**src/rtl/core/vmdc_pkg.sv**
```systemverilog
// Shared types, constants and the glyph table for the voltage monitor display controller.
`timescale 1ns / 1ps
`default_nettype none
package vmdc_pkg;

  localparam int unsigned SAMPLE_W   = 10;
  localparam int unsigned VOLTS_W    = 8;
  localparam int unsigned SUM_W      = 18;
  localparam int unsigned COUNT_W    = 10;
  localparam int unsigned REM_W      = 10;
  localparam int unsigned STEP_W     = 5;
  localparam int unsigned CODE_W     = 6;
  localparam int unsigned SEG_W      = 8;
  localparam int unsigned IN_DATA_W  = 16;
  localparam int unsigned OUT_DATA_W = 24;
  localparam int unsigned APB_ADDR_W = 5;
  localparam int unsigned APB_DATA_W = 32;

  localparam int unsigned GLYPH_COUNT = 52;

  // Divider run lengths: full sum for the average, one byte for the digits.
  localparam logic [STEP_W-1:0] AVG_STEPS = 5'd18;
  localparam logic [STEP_W-1:0] DIG_STEPS = 5'd8;

  localparam logic [SEG_W-1:0]  SEG_DP_BIT = 8'h80;
  localparam logic [CODE_W-1:0] GLYPH_E  = 6'd19;
  localparam logic [CODE_W-1:0] GLYPH_R  = 6'd20;

  localparam logic [COUNT_W-1:0] AVG_COUNT_RST     = 10'd300;
  localparam logic [VOLTS_W-1:0] UP_VOLTS_RST      = 8'd160;
  localparam logic [VOLTS_W-1:0] DOWN_VOLTS_RST    = 8'd140;
  localparam logic [VOLTS_W-1:0] FLOOR_VOLTS_RST   = 8'd105;
  localparam logic [VOLTS_W-1:0] LAMP_VOLTS_RST    = 8'd132;
  localparam logic [VOLTS_W-1:0] ERROR_VOLTS_RST   = 8'd132;
  localparam logic [VOLTS_W-1:0] DISPLAY_FLOOR_RST = 8'd100;

  typedef enum logic [2:0] {
    REG_AVG_COUNT     = 3'd0,
    REG_UP_VOLTS      = 3'd1,
    REG_DOWN_VOLTS    = 3'd2,
    REG_FLOOR_VOLTS   = 3'd3,
    REG_LAMP_VOLTS    = 3'd4,
    REG_ERROR_VOLTS   = 3'd5,
    REG_DISPLAY_FLOOR = 3'd6
  } reg_idx_e;

  typedef enum logic [1:0] {
    MOTOR_STOP = 2'd0,
    MOTOR_UP   = 2'd1,
    MOTOR_DOWN = 2'd2
  } motor_e;

  typedef enum logic [1:0] {
    ST_IDLE,
    ST_AVG,
    ST_DIG,
    ST_DONE
  } vmdc_state_e;

  typedef enum logic [1:0] {
    DIGIT_HUNDREDS = 2'd0,
    DIGIT_TENS     = 2'd1,
    DIGIT_ONES     = 2'd2
  } digit_e;

  // Divider launch request.
  typedef struct packed {
    logic              start;
    logic [STEP_W-1:0] steps;
  } div_req_t;

  function automatic logic [SEG_W-1:0] glyph_lookup(input logic [CODE_W-1:0] code);
    logic [SEG_W-1:0] seg;
    case (code)
      6'd0:  seg = 8'h3F;  6'd1:  seg = 8'h06;  6'd2:  seg = 8'h5B;  6'd3:  seg = 8'h4F;
      6'd4:  seg = 8'h66;  6'd5:  seg = 8'h6D;  6'd6:  seg = 8'h7D;  6'd7:  seg = 8'h07;
      6'd8:  seg = 8'h7F;  6'd9:  seg = 8'h6F;  6'd10: seg = 8'h00;  6'd11: seg = 8'h39;
      6'd12: seg = 8'h73;  6'd13: seg = 8'h78;  6'd14: seg = 8'h5C;  6'd15: seg = 8'h3F;
      6'd16: seg = 8'h37;  6'd17: seg = 8'h71;  6'd18: seg = 8'h6E;  6'd19: seg = 8'h79;
      6'd20: seg = 8'h50;  6'd21: seg = 8'h38;  6'd22: seg = 8'h54;  6'd23: seg = 8'h40;
      6'd24: seg = 8'h76;  6'd25: seg = 8'h1C;  6'd26: seg = 8'h3E;  6'd27: seg = 8'h77;
      6'd28: seg = 8'h6D;  6'd29: seg = 8'hFF;  6'd30: seg = 8'hBF;  6'd31: seg = 8'h86;
      6'd32: seg = 8'hDB;  6'd33: seg = 8'hCF;  6'd34: seg = 8'hE6;  6'd35: seg = 8'hED;
      6'd36: seg = 8'hFD;  6'd37: seg = 8'h87;  6'd38: seg = 8'hFF;  6'd39: seg = 8'hEF;
      6'd40: seg = 8'h3F;  6'd41: seg = 8'h55;  6'd42: seg = 8'h67;  6'd43: seg = 8'h53;
      6'd44: seg = 8'h20;  6'd45: seg = 8'h80;  6'd46: seg = 8'h7C;  6'd47: seg = 8'h5E;
      6'd48: seg = 8'h6A;  6'd49: seg = 8'h10;  6'd50: seg = 8'h63;
      default: seg = 8'h00;
    endcase
    return seg;
  endfunction

endpackage
`default_nettype wire

```
**src/rtl/core/vmdc_divider.sv**
```systemverilog
// Shared restoring divider, one quotient bit per cycle.
`timescale 1ns / 1ps
`default_nettype none
module vmdc_divider
  import vmdc_pkg::*;
(
  input  wire logic             clk_i,
  input  wire logic             rst_ni,
  input  wire div_req_t         req_i,
  input  wire logic [SUM_W-1:0] dividend_i,  // left aligned to the step count
  input  wire logic [REM_W-1:0] divisor_i,
  output logic                  done_o,
  output logic [SUM_W-1:0]      quotient_o,
  output logic [REM_W-1:0]      remainder_o
);

  logic              busy_q, busy_d;
  logic              done_q, done_d;
  logic [STEP_W-1:0] cnt_q, cnt_d;
  logic [REM_W-1:0]  rem_q, rem_d;
  logic [SUM_W-1:0]  quo_q, quo_d;
  logic [REM_W-1:0]  div_q, div_d;

  logic [REM_W:0]    shifted_w;
  logic [REM_W+1:0]  diff_w;

  assign shifted_w = {rem_q, quo_q[SUM_W-1]};
  assign diff_w    = {1'b0, shifted_w} - {2'b00, div_q};

  always_comb begin
    busy_d = busy_q;
    done_d = 1'b0;
    cnt_d  = cnt_q;
    rem_d  = rem_q;
    quo_d  = quo_q;
    div_d  = div_q;
    if (req_i.start) begin
      busy_d = 1'b1;
      cnt_d  = req_i.steps;
      rem_d  = '0;
      quo_d  = dividend_i;
      div_d  = divisor_i;
    end else if (busy_q) begin
      // keep the trial difference when it does not borrow
      if (!diff_w[REM_W+1]) begin
        rem_d = diff_w[REM_W-1:0];
        quo_d = {quo_q[SUM_W-2:0], 1'b1};
      end else begin
        rem_d = shifted_w[REM_W-1:0];
        quo_d = {quo_q[SUM_W-2:0], 1'b0};
      end
      cnt_d = cnt_q - 5'd1;
      if (cnt_q == 5'd1) begin
        busy_d = 1'b0;
        done_d = 1'b1;
      end
    end
  end

  always_ff @(posedge clk_i or negedge rst_ni) begin
    if (!rst_ni) begin
      busy_q <= 1'b0;
      done_q <= 1'b0;
      cnt_q  <= '0;
    end else begin
      busy_q <= busy_d;
      done_q <= done_d;
      cnt_q  <= cnt_d;
    end
  end

  always_ff @(posedge clk_i) begin
    rem_q <= rem_d;
    quo_q <= quo_d;
    div_q <= div_d;
  end

  assign done_o      = done_q;
  assign quotient_o  = quo_q;
  assign remainder_o = rem_q;

endmodule
`default_nettype wire

```
**src/rtl/core/voltage_monitor_display_controller_core.sv**
```systemverilog
// Voltage monitor: scale, window average, seven-segment mux, lift and lamp control.
// Each word runs the shared divider for its decimal digits; the word that closes a window first
// runs it over the full sum width for the window average, then over one byte for the digits.
// A new word is taken only while the sequencer is idle, so the divider and the output register set the word rate.
// The result sits in an output register; a new word is accepted while it waits.
// Reset (rst_ni low, asynchronous): clear sum, count, average, mux position and digits,
//   lamp on, drive stopped, configuration back to its defaults.
`timescale 1ns / 1ps
`default_nettype none
module voltage_monitor_display_controller_core
  import vmdc_pkg::*;
#(
  parameter int unsigned GlyphCount = GLYPH_COUNT
) (
  input  wire logic                  clk_i,
  input  wire logic                  rst_ni,
  // input stream
  input  wire logic                  s_axis_tvalid,
  output logic                       s_axis_tready,
  input  wire logic [IN_DATA_W-1:0]  s_axis_tdata,   // [9:0] adc_sample
  // result stream
  output logic                       m_axis_tvalid,
  input  wire logic                  m_axis_tready,
  output logic [OUT_DATA_W-1:0]      m_axis_tdata,   // [7:0] segment_pattern, [9:8] digit_index,
                                                     // [11:10] motor_command, [12] right_lamp_on,
                                                     // [13] low_voltage_error,
                                                     // [21:14] average_volts
  // configuration
  input  wire logic                  psel,
  input  wire logic                  penable,
  input  wire logic                  pwrite,
  input  wire logic [APB_ADDR_W-1:0] paddr,
  input  wire logic [APB_DATA_W-1:0] pwdata,
  output logic [APB_DATA_W-1:0]      prdata,
  output logic                       pready
);

  // ---------------------------------------------------------------------------
  // Configuration registers
  // ---------------------------------------------------------------------------
  logic [COUNT_W-1:0] avg_count_q;
  logic [VOLTS_W-1:0] up_volts_q, down_volts_q, floor_volts_q;
  logic [VOLTS_W-1:0] lamp_volts_q, error_volts_q, display_floor_q;

  logic     cfg_wr_w;
  reg_idx_e cfg_idx_w;

  assign pready    = 1'b1;
  assign cfg_wr_w  = psel & penable & pwrite & pready;
  assign cfg_idx_w = reg_idx_e'(paddr[4:2]);

  always_ff @(posedge clk_i or negedge rst_ni) begin
    if (!rst_ni) begin
      avg_count_q     <= AVG_COUNT_RST;
      up_volts_q      <= UP_VOLTS_RST;
      down_volts_q    <= DOWN_VOLTS_RST;
      floor_volts_q   <= FLOOR_VOLTS_RST;
      lamp_volts_q    <= LAMP_VOLTS_RST;
      error_volts_q   <= ERROR_VOLTS_RST;
      display_floor_q <= DISPLAY_FLOOR_RST;
    end else if (cfg_wr_w) begin
      case (cfg_idx_w)
        REG_AVG_COUNT:     avg_count_q     <= pwdata[COUNT_W-1:0];
        REG_UP_VOLTS:      up_volts_q      <= pwdata[VOLTS_W-1:0];
        REG_DOWN_VOLTS:    down_volts_q    <= pwdata[VOLTS_W-1:0];
        REG_FLOOR_VOLTS:   floor_volts_q   <= pwdata[VOLTS_W-1:0];
        REG_LAMP_VOLTS:    lamp_volts_q    <= pwdata[VOLTS_W-1:0];
        REG_ERROR_VOLTS:   error_volts_q   <= pwdata[VOLTS_W-1:0];
        REG_DISPLAY_FLOOR: display_floor_q <= pwdata[VOLTS_W-1:0];
        default: ;  // no register at this address
      endcase
    end
  end

  always_comb begin
    case (cfg_idx_w)
      REG_AVG_COUNT:     prdata = 32'(avg_count_q);
      REG_UP_VOLTS:      prdata = 32'(up_volts_q);
      REG_DOWN_VOLTS:    prdata = 32'(down_volts_q);
      REG_FLOOR_VOLTS:   prdata = 32'(floor_volts_q);
      REG_LAMP_VOLTS:    prdata = 32'(lamp_volts_q);
      REG_ERROR_VOLTS:   prdata = 32'(error_volts_q);
      REG_DISPLAY_FLOOR: prdata = 32'(display_floor_q);
      default:           prdata = '0;
    endcase
  end

  // ---------------------------------------------------------------------------
  // Block state
  // ---------------------------------------------------------------------------
  vmdc_state_e        state_q, state_d;
  logic [SUM_W-1:0]   sum_q, sum_d;
  logic [COUNT_W-1:0] cnt_q, cnt_d;
  logic [VOLTS_W-1:0] avg_q, avg_d;
  logic [1:0]         mux_q, mux_d;
  logic [CODE_W-1:0]  codes_q [3];
  logic [CODE_W-1:0]  codes_d [3];
  logic               lamp_q, lamp_d;
  motor_e             last_cmd_q, last_cmd_d;

  // per-word payload held while the divider runs
  logic [VOLTS_W-1:0] volts_q, volts_d;
  logic [SEG_W-1:0]   pattern_q, pattern_d;
  logic [1:0]         lit_q, lit_d;

  // output register
  logic                  out_valid_q, out_valid_d;
  logic [OUT_DATA_W-1:0] out_data_q, out_data_d;

  // ---------------------------------------------------------------------------
  // Sample scaling: 100 + floor(sample * 100 / 1024)
  // ---------------------------------------------------------------------------
  logic [SAMPLE_W-1:0]  sample_w;
  logic [SAMPLE_W+6:0]  prod_w;
  logic [VOLTS_W-1:0]   volts_w;

  assign sample_w = s_axis_tdata[SAMPLE_W-1:0];
  assign prod_w   = 17'(sample_w) * 17'd100;
  assign volts_w  = 8'd100 + {1'b0, prod_w[16:10]};

  // ---------------------------------------------------------------------------
  // Window accumulation
  // ---------------------------------------------------------------------------
  logic [COUNT_W-1:0] window_w;
  logic [SUM_W-1:0]   sum_inc_w;
  logic [COUNT_W-1:0] cnt_inc_w;
  logic               close_w;
  logic               accept_w;

  assign window_w  = (avg_count_q == '0) ? 10'd1 : avg_count_q;  // zero length acts as one
  assign sum_inc_w = sum_q + 18'(volts_w);
  assign cnt_inc_w = cnt_q + 10'd1;
  assign close_w   = (cnt_inc_w >= window_w);

  assign s_axis_tready = (state_q == ST_IDLE);
  assign accept_w      = s_axis_tvalid & s_axis_tready;

  // ---------------------------------------------------------------------------
  // Display mux: show the digit from the codes left by the previous word
  // ---------------------------------------------------------------------------
  logic [CODE_W-1:0] mux_code_w;
  logic [SEG_W-1:0]  mux_seg_w;

  always_comb begin
    case (mux_q)
      2'd0:    mux_code_w = codes_q[0];
      2'd1:    mux_code_w = codes_q[1];
      default: mux_code_w = codes_q[2];
    endcase
    // codes past the glyph count show blank
    if ({1'b0, mux_code_w} >= 7'(GlyphCount)) begin
      mux_seg_w = '0;
    end else begin
      mux_seg_w = glyph_lookup(mux_code_w);
    end
  end

  // ---------------------------------------------------------------------------
  // Shared divider
  // ---------------------------------------------------------------------------
  div_req_t           div_req_w;
  logic [SUM_W-1:0]   div_dividend_w;
  logic [REM_W-1:0]   div_divisor_w;
  logic               div_done_w;
  logic [SUM_W-1:0]   div_quo_w;
  logic [REM_W-1:0]   div_rem_w;

  vmdc_divider u_divider (
    .clk_i       (clk_i),
    .rst_ni      (rst_ni),
    .req_i       (div_req_w),
    .dividend_i  (div_dividend_w),
    .divisor_i   (div_divisor_w),
    .done_o      (div_done_w),
    .quotient_o  (div_quo_w),
    .remainder_o (div_rem_w)
  );

  // ---------------------------------------------------------------------------
  // Digit split from s / 10: the quotient stays below twice ten
  // ---------------------------------------------------------------------------
  logic [VOLTS_W-1:0] tens_q10_w;
  logic [CODE_W-1:0]  hund_code_w, tens_code_w, ones_code_w;

  assign tens_q10_w  = div_quo_w[VOLTS_W-1:0];
  assign hund_code_w = (tens_q10_w >= 8'd10) ? 6'd1 : 6'd0;
  assign tens_code_w = (tens_q10_w >= 8'd10) ? 6'(tens_q10_w - 8'd10) : 6'(tens_q10_w);
  assign ones_code_w = 6'(div_rem_w);

  // ---------------------------------------------------------------------------
  // Sequencer
  // ---------------------------------------------------------------------------
  logic   err_w;
  motor_e cmd_w;
  logic   lamp_w;

  // lift decision and lamp for the held sample
  always_comb begin
    lamp_w = lamp_q;
    if (volts_q > up_volts_q) begin
      cmd_w = MOTOR_UP;
    end else if (volts_q < down_volts_q && volts_q > floor_volts_q) begin
      cmd_w = MOTOR_DOWN;
      if (volts_q < lamp_volts_q) begin
        lamp_w = 1'b0;
      end
    end else begin
      cmd_w  = MOTOR_STOP;
      lamp_w = 1'b1;
    end
  end

  // error looks at the drive left by the previous word
  assign err_w = (avg_q < error_volts_q) && (last_cmd_q == MOTOR_DOWN);

  always_comb begin
    state_d        = state_q;
    sum_d          = sum_q;
    cnt_d          = cnt_q;
    avg_d          = avg_q;
    mux_d          = mux_q;
    codes_d        = codes_q;
    lamp_d         = lamp_q;
    last_cmd_d     = last_cmd_q;
    volts_d        = volts_q;
    pattern_d      = pattern_q;
    lit_d          = lit_q;
    out_valid_d    = out_valid_q;
    out_data_d     = out_data_q;
    div_req_w      = '{start: 1'b0, steps: DIG_STEPS};
    div_dividend_w = {volts_q, 10'b0};
    div_divisor_w  = 10'd10;

    // drop the result once taken
    if (out_valid_q && m_axis_tready) begin
      out_valid_d = 1'b0;
    end

    case (state_q)
      ST_IDLE: begin
        if (accept_w) begin
          volts_d = volts_w;
          // latch the lit digit and advance the mux
          case (mux_q)
            2'd0: begin
              pattern_d = mux_seg_w | SEG_DP_BIT;
              lit_d     = DIGIT_HUNDREDS;
              mux_d     = 2'd1;
            end
            2'd1: begin
              pattern_d = mux_seg_w;
              lit_d     = DIGIT_TENS;
              mux_d     = 2'd2;
            end
            default: begin
              pattern_d = mux_seg_w;
              lit_d     = DIGIT_ONES;
              mux_d     = 2'd0;
            end
          endcase
          if (close_w) begin
            // window complete: divide the sum, clear the accumulator
            sum_d          = '0;
            cnt_d          = '0;
            div_req_w      = '{start: 1'b1, steps: AVG_STEPS};
            div_dividend_w = sum_inc_w;
            div_divisor_w  = window_w;
            state_d        = ST_AVG;
          end else begin
            sum_d          = sum_inc_w;
            cnt_d          = cnt_inc_w;
            div_req_w      = '{start: 1'b1, steps: DIG_STEPS};
            div_dividend_w = {volts_w, 10'b0};
            state_d        = ST_DIG;
          end
        end
      end
      ST_AVG: begin
        if (div_done_w) begin
          avg_d     = div_quo_w[VOLTS_W-1:0];
          div_req_w = '{start: 1'b1, steps: DIG_STEPS};
          state_d   = ST_DIG;
        end
      end
      ST_DIG: begin
        if (div_done_w) begin
          state_d = ST_DONE;
        end
      end
      ST_DONE: begin
        // hold until the output register is free
        if (!out_valid_q || m_axis_tready) begin
          if (avg_q <= display_floor_q) begin
            codes_d[0] = GLYPH_E;
            codes_d[1] = GLYPH_R;
            codes_d[2] = GLYPH_R;
          end else begin
            codes_d[0] = hund_code_w;
            codes_d[1] = tens_code_w;
            codes_d[2] = ones_code_w;
          end
          lamp_d      = lamp_w;
          last_cmd_d  = cmd_w;
          out_valid_d = 1'b1;
          out_data_d  = {2'b00, avg_q, err_w, lamp_w, cmd_w, lit_q, pattern_q};
          state_d     = ST_IDLE;
        end
      end
      default: state_d = ST_IDLE;
    endcase
  end

  always_ff @(posedge clk_i or negedge rst_ni) begin
    if (!rst_ni) begin
      state_q     <= ST_IDLE;
      sum_q       <= '0;
      cnt_q       <= '0;
      avg_q       <= '0;
      mux_q       <= '0;
      codes_q[0]  <= '0;
      codes_q[1]  <= '0;
      codes_q[2]  <= '0;
      lamp_q      <= 1'b1;
      last_cmd_q  <= MOTOR_STOP;
      out_valid_q <= 1'b0;
    end else begin
      state_q     <= state_d;
      sum_q       <= sum_d;
      cnt_q       <= cnt_d;
      avg_q       <= avg_d;
      mux_q       <= mux_d;
      codes_q     <= codes_d;
      lamp_q      <= lamp_d;
      last_cmd_q  <= last_cmd_d;
      out_valid_q <= out_valid_d;
    end
  end

  always_ff @(posedge clk_i) begin
    volts_q    <= volts_d;
    pattern_q  <= pattern_d;
    lit_q      <= lit_d;
    out_data_q <= out_data_d;
  end

  assign m_axis_tvalid = out_valid_q;
  assign m_axis_tdata  = out_data_q;

endmodule
`default_nettype wire

```
**config.mk**
```make
export PLATFORM = sky130hd
export DESIGN_NAME = voltage_monitor_display_controller_core
export DESIGN_NICKNAME = d
export VERILOG_FILES = /design/src/rtl/core/vmdc_pkg.sv /design/src/rtl/core/vmdc_divider.sv /design/src/rtl/core/voltage_monitor_display_controller_core.sv
export SDC_FILE = /design/constraint.sdc
export NUM_CORES = 1
export LEC_CHECK = 0
export BUFFER_PORTS_ARGS = -buffer_cell sky130_fd_sc_hd__buf_2
export CAP_MARGIN = 20
export CORE_MARGIN = 1.5
export CORE_UTILIZATION = 55
export DETAILED_ROUTE_END_ITERATION = 7
export MAX_ROUTING_LAYER = met4
export PLACE_DENSITY_LB_ADDON = 0.3
export SLEW_MARGIN = 20
export SYNTH_ARGS = -nofsm -noshare
export SYNTH_HDL_FRONTEND = slang
export SYNTH_SLANG_ARGS = --single-unit
```
**constraint.sdc**
```tcl
create_clock -name clk_i -period 3.15 [get_ports clk_i]
set_input_delay 0.315 -clock clk_i [delete_from_list [all_inputs] [get_ports clk_i]]
set_output_delay 0.315 -clock clk_i [all_outputs]
set_load 0.02 [all_outputs]
```
==> results of run 1 <==
## per-layer routing
metal,global-route usage,routed length (um),vias up
li1,-,-,4854
met1,0.363,14100,4991
met2,0.439,15400,376
met3,0.0373,1940,85
met4,0.0884,1040,0
met5,-,0,-
## cells by family after synthesis
group | Yosys count
DFF | 201
and+or+nand+nor | 344
xor gates and xnor gates | 44
buffers and inverters | 191
adders and majority gates | 129
muxes | 57
other | 2
AOI/OAI and AO/OA | 337
## critical path, stage by stage
cell and delay, ps:
buf_12 110, ha_4 230, ha_4 260, inv_2 30
fa_1 520, inv_2 50, ha_4 270, nand3_2 70
a221o_1 310, nand2_2 110, nor3_2 50, nor2_2 130
ha_4 150, nor2b_4 150, o22ai_1 80, and3b_1 180
a211oi_2 200, xnor2_1 120, ha_2 410, nor2_2 60
nor2_2 150, a31o_4 260, buf_12 130, nand2_4 50
xnor2_1 120, o221a_2 220
## layout make-up
cell class                      instances  area share
Tap cell                              285      0.0234
Inverter                              111      0.0273
Sequential cell                       201       0.351
Multi-Input combinational cell        937       0.471
Clock buffer                           25      0.0383
Timing Repair Buffer                  162      0.0755
Clock inverter                         17      0.0135
## registers in the layout, summed over array words and instances (netlist names), 10 cells and up
register               flops
m_axis_tdata              22
sum_q                     18
u_divider.quotient_o      18
codes_q                   14
avg_count_q               10
cnt_q                     10
u_divider.div_q           10
u_divider.remainder_o     10
## repair_timing
action                     CTS  global route
hold endpoints to repair    49             0
gates resized for setup     47            56
setup endpoints to repair   33            48
pin swaps                   37            13
gates cloned                 0             1
buffers inserted            11             9
hold buffers                 1             0
## final timing paths
kind                            startpoint                        to  cells past startpoint  slack [ps]
max                        s_axis_tdata[5]  u_divider.quotient_o[17]                     26       -1340
min                              pwdata[8]            avg_count_q[8]                      2          70
max reg2reg                       cnt_q[4]  u_divider.quotient_o[16]                     13        -110
min reg2reg                       lit_q[0]           m_axis_tdata[8]                      0         420
max in group asynchronous           rst_ni                 sum_q[11]                      3        1860
min in group asynchronous           rst_ni          floor_volts_q[1]                      2         450
## cells in the mapped netlist, types with 7 or more instances
library cell / n
nor2_1: 66
a22o_1: 17
dfrtp_1: 102
nand2b_1: 8
nand3_1: 27
mux2_2: 22
xnor2_1: 22
a31oi_1: 12
a21oi_1: 58
dfxtp_1: 10
nor3_1: 26
o31ai_1: 9
nor2b_1: 15
and3_1: 14
clkbuf_1: 43
xor2_1: 21
o21ai_1: 15
o21ai_0: 108
mux2i_1: 28
o21a_1: 13
nand4_1: 7
inv_1: 109
edfxtp_1: 68
nand2_1: 152
a21o_1: 24
a211oi_1: 9
dfstp_2: 21
ha_1: 123
buf_4: 26
## through the flow
stage                     utilization  setup WS (ps)
after detailed placement        0.611          -1880
after global routing            0.673          -1470
after global placement          0.611          -1750
after floorplan                     -          -1500
after CTS                       0.659          -1130
final                           0.673          -1340
## power breakdown
part / leakage, nW / internal, mW / switching [mW] / total [mW]
registers: 2.23 / 3.78 / 0.708 / 4.49
logic: 4.48 / 3.65 / 4.51 / 8.16
clock network: 0.387 / 1.68 / 1.12 / 2.80
total: 7.09 / 9.11 / 6.34 / 15.4
==> metrics.yaml, run 1 <==
detailed_routing:
  viasPerCell: 5.93
  wl_per_cell_um: 18.7
  finalWirelength_mm: 32.5
  vias: 10300
  drc: 0
  dr.pass1.iters: 5
  ant_nets: 0
  first_iter_violations: 749
placed_design:
  placed_cell_area_mm2: 0.0138
  hpwl_mm: 22.5
  place.gp.congestion: 0.897
  dp.cells: 1678
  numPortBuffers: 63
sta:
  min_period_ps: 4490
  fin_hold_ws_ps: 68.2
  finalSetupTns_ps: -30970
  timing.fmax_ghz: 0.223
  rsz0062_at_grt: "true"
  setup_viol: 30
  max_slew_margin: 0.322
  skew_ps: 17.4
  report.final.slew_viol_count: 0
  hold_viol_final: 0
  fin_crit_sh: 1.43
  fin_ws_ps: -1340
  worst_slew_pin_slew_ps: 1010
critical_path:
  cp.arrival_ps: 4760
  cp-end-kind: "flip-flop"
  critical_path_class: "input port to flip-flop"
  crit_required_ps: 3420
  worst_setup_path_start_kind: "input port"
  worstPathMaxFanout: 6
synth:
  synthXorXnorAreaFrac: 0.0310
  synth_area_leader_cell: "dfrtp_1"
  ys_ff_latch: 201
  synth_top_family_by_area: "compound AO/OA/AOI/OAI gates"
  synth_top_area_frac: 0.201
  synth-compound-area-share: 0.172
  yosysWarningCount: 0
  synth_area_leaders: "dfrtp_1 (20%), edfxtp_1 (16%), ha_1 (12%)"
  synth_ff_type: "dfrtp_1"
  synth_area_mm2: 0.0127
  seq_area_frac_synth: 0.422
  yosys.area_share.simple: 0.124
  post_synth_num_cell_types: 88
  synthMuxAreaShare: 0.0535
  synthAdderAreaFrac: 0.131
  syn_inst: 1305
  synthArstFlopShare: 0.612
  synth-edff-count: 68
  avgSynthCellArea_um2: 9.72
layout:
  n_fill_cell: 1705
  fin_nets: 1625
  syn2layout_area_growth_pct: 20.2
  regArea_mm2: 0.00535
  final_cell_mix: "nand2_1 (146), ha_1 (105), inv_1 (101), dfrtp_1 (101), o21ai_0 (94)"
  layout_commonest_cell: "nand2_1"
  final_area_mm2: 0.0152
  drive_gt1_frac: 0.244
  antenna_cells: 0
  final_cells: 1738
  multi_input_comb_area_mm2: 0.00718
global_routing:
  overflow: 0
  grt_max_degree: 63
  antenna_found_initial: 0
  grt_pass1_wl_mm: 51.0
  track_usage: 0.274
  grt_pass1_vias: 10000
floorplan:
  die_h_um: 155
  die-area_mm2: 0.0240
  core.rowCount: 55
  coreArea_mm2: 0.0226
  io_pins: 119
  initial_core_util: 0.560
  dieWidth_um: 155
worst_hold_path:
  hold_path_class: "input port to flip-flop"
clock_tree:
  clockBufferDepth: 3
  cts_root_buf: "clkbuf_16"
  cts.sinks: 201
  clock_latency_ps: 530
  cts_tree: "built"
  htreeDepth: 1
  clkTransAtPathRegs_ps: 70
  cts_made_buffers: 23
pwr:
  total_power_mw: 15.4
  peakVddDrop_v: 0.000942
  p_leak_nw: 7.09
  power-per-cell-area_mw_per_mm2: 1010
status:
  violations: "setup timing"
  status: "complete, but fails checks"
job:
  max-cap-violations: 0
No activity file was read; power rests on OpenSTA's default activity.
==> inputs of run 2 (changes only) <==
- CORE_UTILIZATION: 55 -> 50
- GPL_TIMING_DRIVEN: default -> 0
==> run 2 against run 1 <==
Effect of this change:
- the run still ends with setup timing left
- first-iteration DRC count fell by 1.3%
- die area is 9.8% higher
- final cell count is 3.5% higher
- combinational power increased by 0.5%
- largest power group unchanged
==> metrics.yaml, run 2 (same netlist as run 1, synthesis figures left out) <==
floorplan:
  core.rowCount: 58  # was 55
  die_h_um: 162  # was 155 um
  io_pins: 119  # unchanged
  initial_core_util: 0.506  # was 0.560
  coreArea_mm2: 0.0250  # was 0.0226 mm2
  dieWidth_um: 162  # was 155 um
  die-area_mm2: 0.0263  # was 0.0240 mm2
layout:
  final_area_mm2: 0.0154  # was 0.0152 mm2
  fin_util: 0.616  # was 0.673
  largest_register_ffs: 22  # unchanged
  n_fill_cell: 2038  # was 1,705
  multi_input_comb_area_mm2: 0.00733  # was 0.00718 mm2
  fin_nets: 1642  # was 1,625
  drive_gt1_frac: 0.238  # was 0.244
  layout_commonest_cell: "nand2_1"  # unchanged
  regArea_mm2: 0.00535  # about the same
  antenna_cells: 0  # unchanged
  syn2layout_area_growth_pct: 21.7  # was 20.2%
  final_cells: 1799  # was 1,738
  final_cell_mix: "nand2_1 (145), ha_1 (101), inv_1 (100), dfrtp_1 (100), o21ai_0 (86)"  # was nand2_1 (146), ha_1 (105), inv_1 (101), dfrtp_1 (101), o21ai_0 (94)
critical_path:
  r2r-end: "u_divider.quotient_o[17]"  # was u_divider.quotient_o[16]
  crit_family: "adder cells"  # unchanged
  cp_common_cell: "ha_4"  # unchanged
  rr_worst_depth: 12  # was 13
  regToRegStartpoint: "cnt_q[2]"  # was cnt_q[4]
  worst_setup_path_start_kind: "input port"  # unchanged
  critical_path_class: "input port to flip-flop"  # unchanged
  path_buf_inv: 3  # was 4
  crit_required_ps: 3490  # was 3420 ps
  ff2ff_setup_slack_ps: -100  # was -110 ps
  crit_slowest_cell: "fa_1"  # unchanged
  cp.arrival_ps: 4800  # was 4760 ps
  cp-end-kind: "flip-flop"  # unchanged
  critPathMaxStageDelay_ps: 480  # was 520 ps
  worstPathMaxFanout: 4  # was 6
clock_tree:
  clockBufferDepth: 3  # unchanged
  cts_tree: "built"  # unchanged
  clkTransAtPathRegs_ps: 60  # was 70 ps
  clock_latency_ps: 510  # was 530 ps
  cts_root_buf: "clkbuf_16"  # unchanged
  htreeDepth: 1  # unchanged
  cts.sinks: 201  # unchanged
  cts_made_buffers: 23  # unchanged
detailed_routing:
  finalWirelength_mm: 33.3  # was 32.5 mm
  drc: 0  # unchanged
  dr.pass1.iters: 5  # unchanged
  wl_per_cell_um: 18.5  # was 18.7 um
  first_iter_violations: 739  # was 749
  ant_nets: 0  # unchanged
  vias: 10300  # about the same
  viasPerCell: 5.74  # was 5.93
sta:
  timing.fmax_ghz: 0.224  # was 0.223 GHz
  max_slew_margin: 0.472  # was 0.322
  fin_ws_ps: -1300  # was -1340 ps
  worst_slew_pin_slew_ps: 793  # was 1010 ps
  report.final.slew_viol_count: 0  # unchanged
  hold_viol_final: 0  # unchanged
  setup_viol: 31  # was 30
  fin_crit_sh: 1.41  # was 1.43
  finalSetupTns_ps: -29300  # was -30,970 ps
  rsz0062_at_grt: "true"  # unchanged
  skew_ps: 13.7  # was 17.4 ps
  fin_hold_ws_ps: 36.3  # was 68.2 ps
  min_period_ps: 4450  # was 4490 ps
placed_design:
  post-place-ws_ps: -2270  # was -1880 ps
  placed_cell_area_mm2: 0.0137  # was 0.0138 mm2
  dp.cells: 1721  # was 1,678
  place.gp.congestion: 0.912  # was 0.897
  numPortBuffers: 61  # was 63
  hpwl_mm: 23.7  # was 22.5 mm
global_routing:
  grt_pass1_wl_mm: 52.8  # was 51.0 mm
  antenna_found_initial: 0  # unchanged
  overflow: 0  # unchanged
  grt_pass1_vias: 10200  # was 10,000
  grt_max_degree: 64  # was 63
  track_usage: 0.259  # was 0.274
pwr:
  peakVddDrop_v: 0.000464  # was 0.000942 V
  p_leak_nw: 7.05  # was 7.09 nW
  power-per-cell-area_mw_per_mm2: 981  # was 1010 mW/mm2
  total_power_mw: 15.1  # was 15.4 mW
worst_hold_path:
  holdCritStartpoint: "pwdata[9]"  # was pwdata[8]
  hold_end: "avg_count_q[9]"  # was avg_count_q[8]
  hold_path_class: "input port to flip-flop"  # unchanged
  hold_depth: 2  # unchanged
job:
  max-cap-violations: 0  # unchanged
status:
  violations: "setup timing"  # unchanged
  status: "complete, but fails checks"  # unchanged
## run 2: changes by cell type in the layout (fill, tap and decap cells not counted), moves of 5 or more
| cell | delta |
|---|---|
| o21ai_1 | +5 |
| clkbuf_1 | +39 |
| o21ai_0 | -8 |
| buf_6 | +7 |
| buf_4 | -36 |
## run 2: power by group
group	internal, mW	total, mW	switching, mW	leakage (nW)
sequential	3.78	4.43	0.648	2.22
combinational	3.57	8.20	4.64	4.48
clock	1.43	2.50	1.07	0.349
total	8.77	15.1	6.35	7.05
## run 2: how the worst max path moves through the flow
stage | start | to | depth (start not counted)
after floorplan | s_axis_tdata[3] | u_divider.quotient_o[15] | 23
after global placement | s_axis_tdata[4] | u_divider.quotient_o[16] | 22
after detailed placement | s_axis_tdata[4] | u_divider.quotient_o[16] | 23
after CTS | s_axis_tdata[5] | u_divider.quotient_o[13] | 25
after global routing | s_axis_tdata[5] | u_divider.quotient_o[16] | 25
final | s_axis_tdata[5] | u_divider.quotient_o[16] | 25
## run 2: final cells by class
class / instances / area share
Sequential cell: 201 / 0.347
Clock buffer: 33 / 0.0419
Multi-Input combinational cell: 936 / 0.475
Clock inverter: 8 / 0.00292
Timing Repair Buffer: 104 / 0.0505
Buffer: 76 / 0.0285
Inverter: 111 / 0.0276
Tap cell: 330 / 0.0268
## run 2: worst register-to-register path, cell delays in order (launching register included)
cell and delay, ps:
dfrtp_2 410, and3_1 210, and3_4 200, and3_4 180, xor2_1 150, ha_2 180
or3_4 370, or3_1 340, o21ai_2 90, a21oi_4 70, or2_0 220, clkbuf_1 240
o221a_2 340
## run 2: layer usage
layer,track usage,share of wire,vias up,routed length (um)
li1,-,-,4885,-
met1,0.334,0.42,5002,14000
met4,0.0880,0.033,0,1100
met3,0.0273,0.066,74,2210
met2,0.428,0.48,373,16000
met5,-,0,-,0
## run 2: repair_timing
action	4_1_cts	5_1_grt
gates cloned	0	0
pin swaps	37	30
gates resized for setup	83	80
setup buffers	24	18
setup endpoints to repair	73	68
endpoints found under the hold margin	40	0
hold buffers	1	0
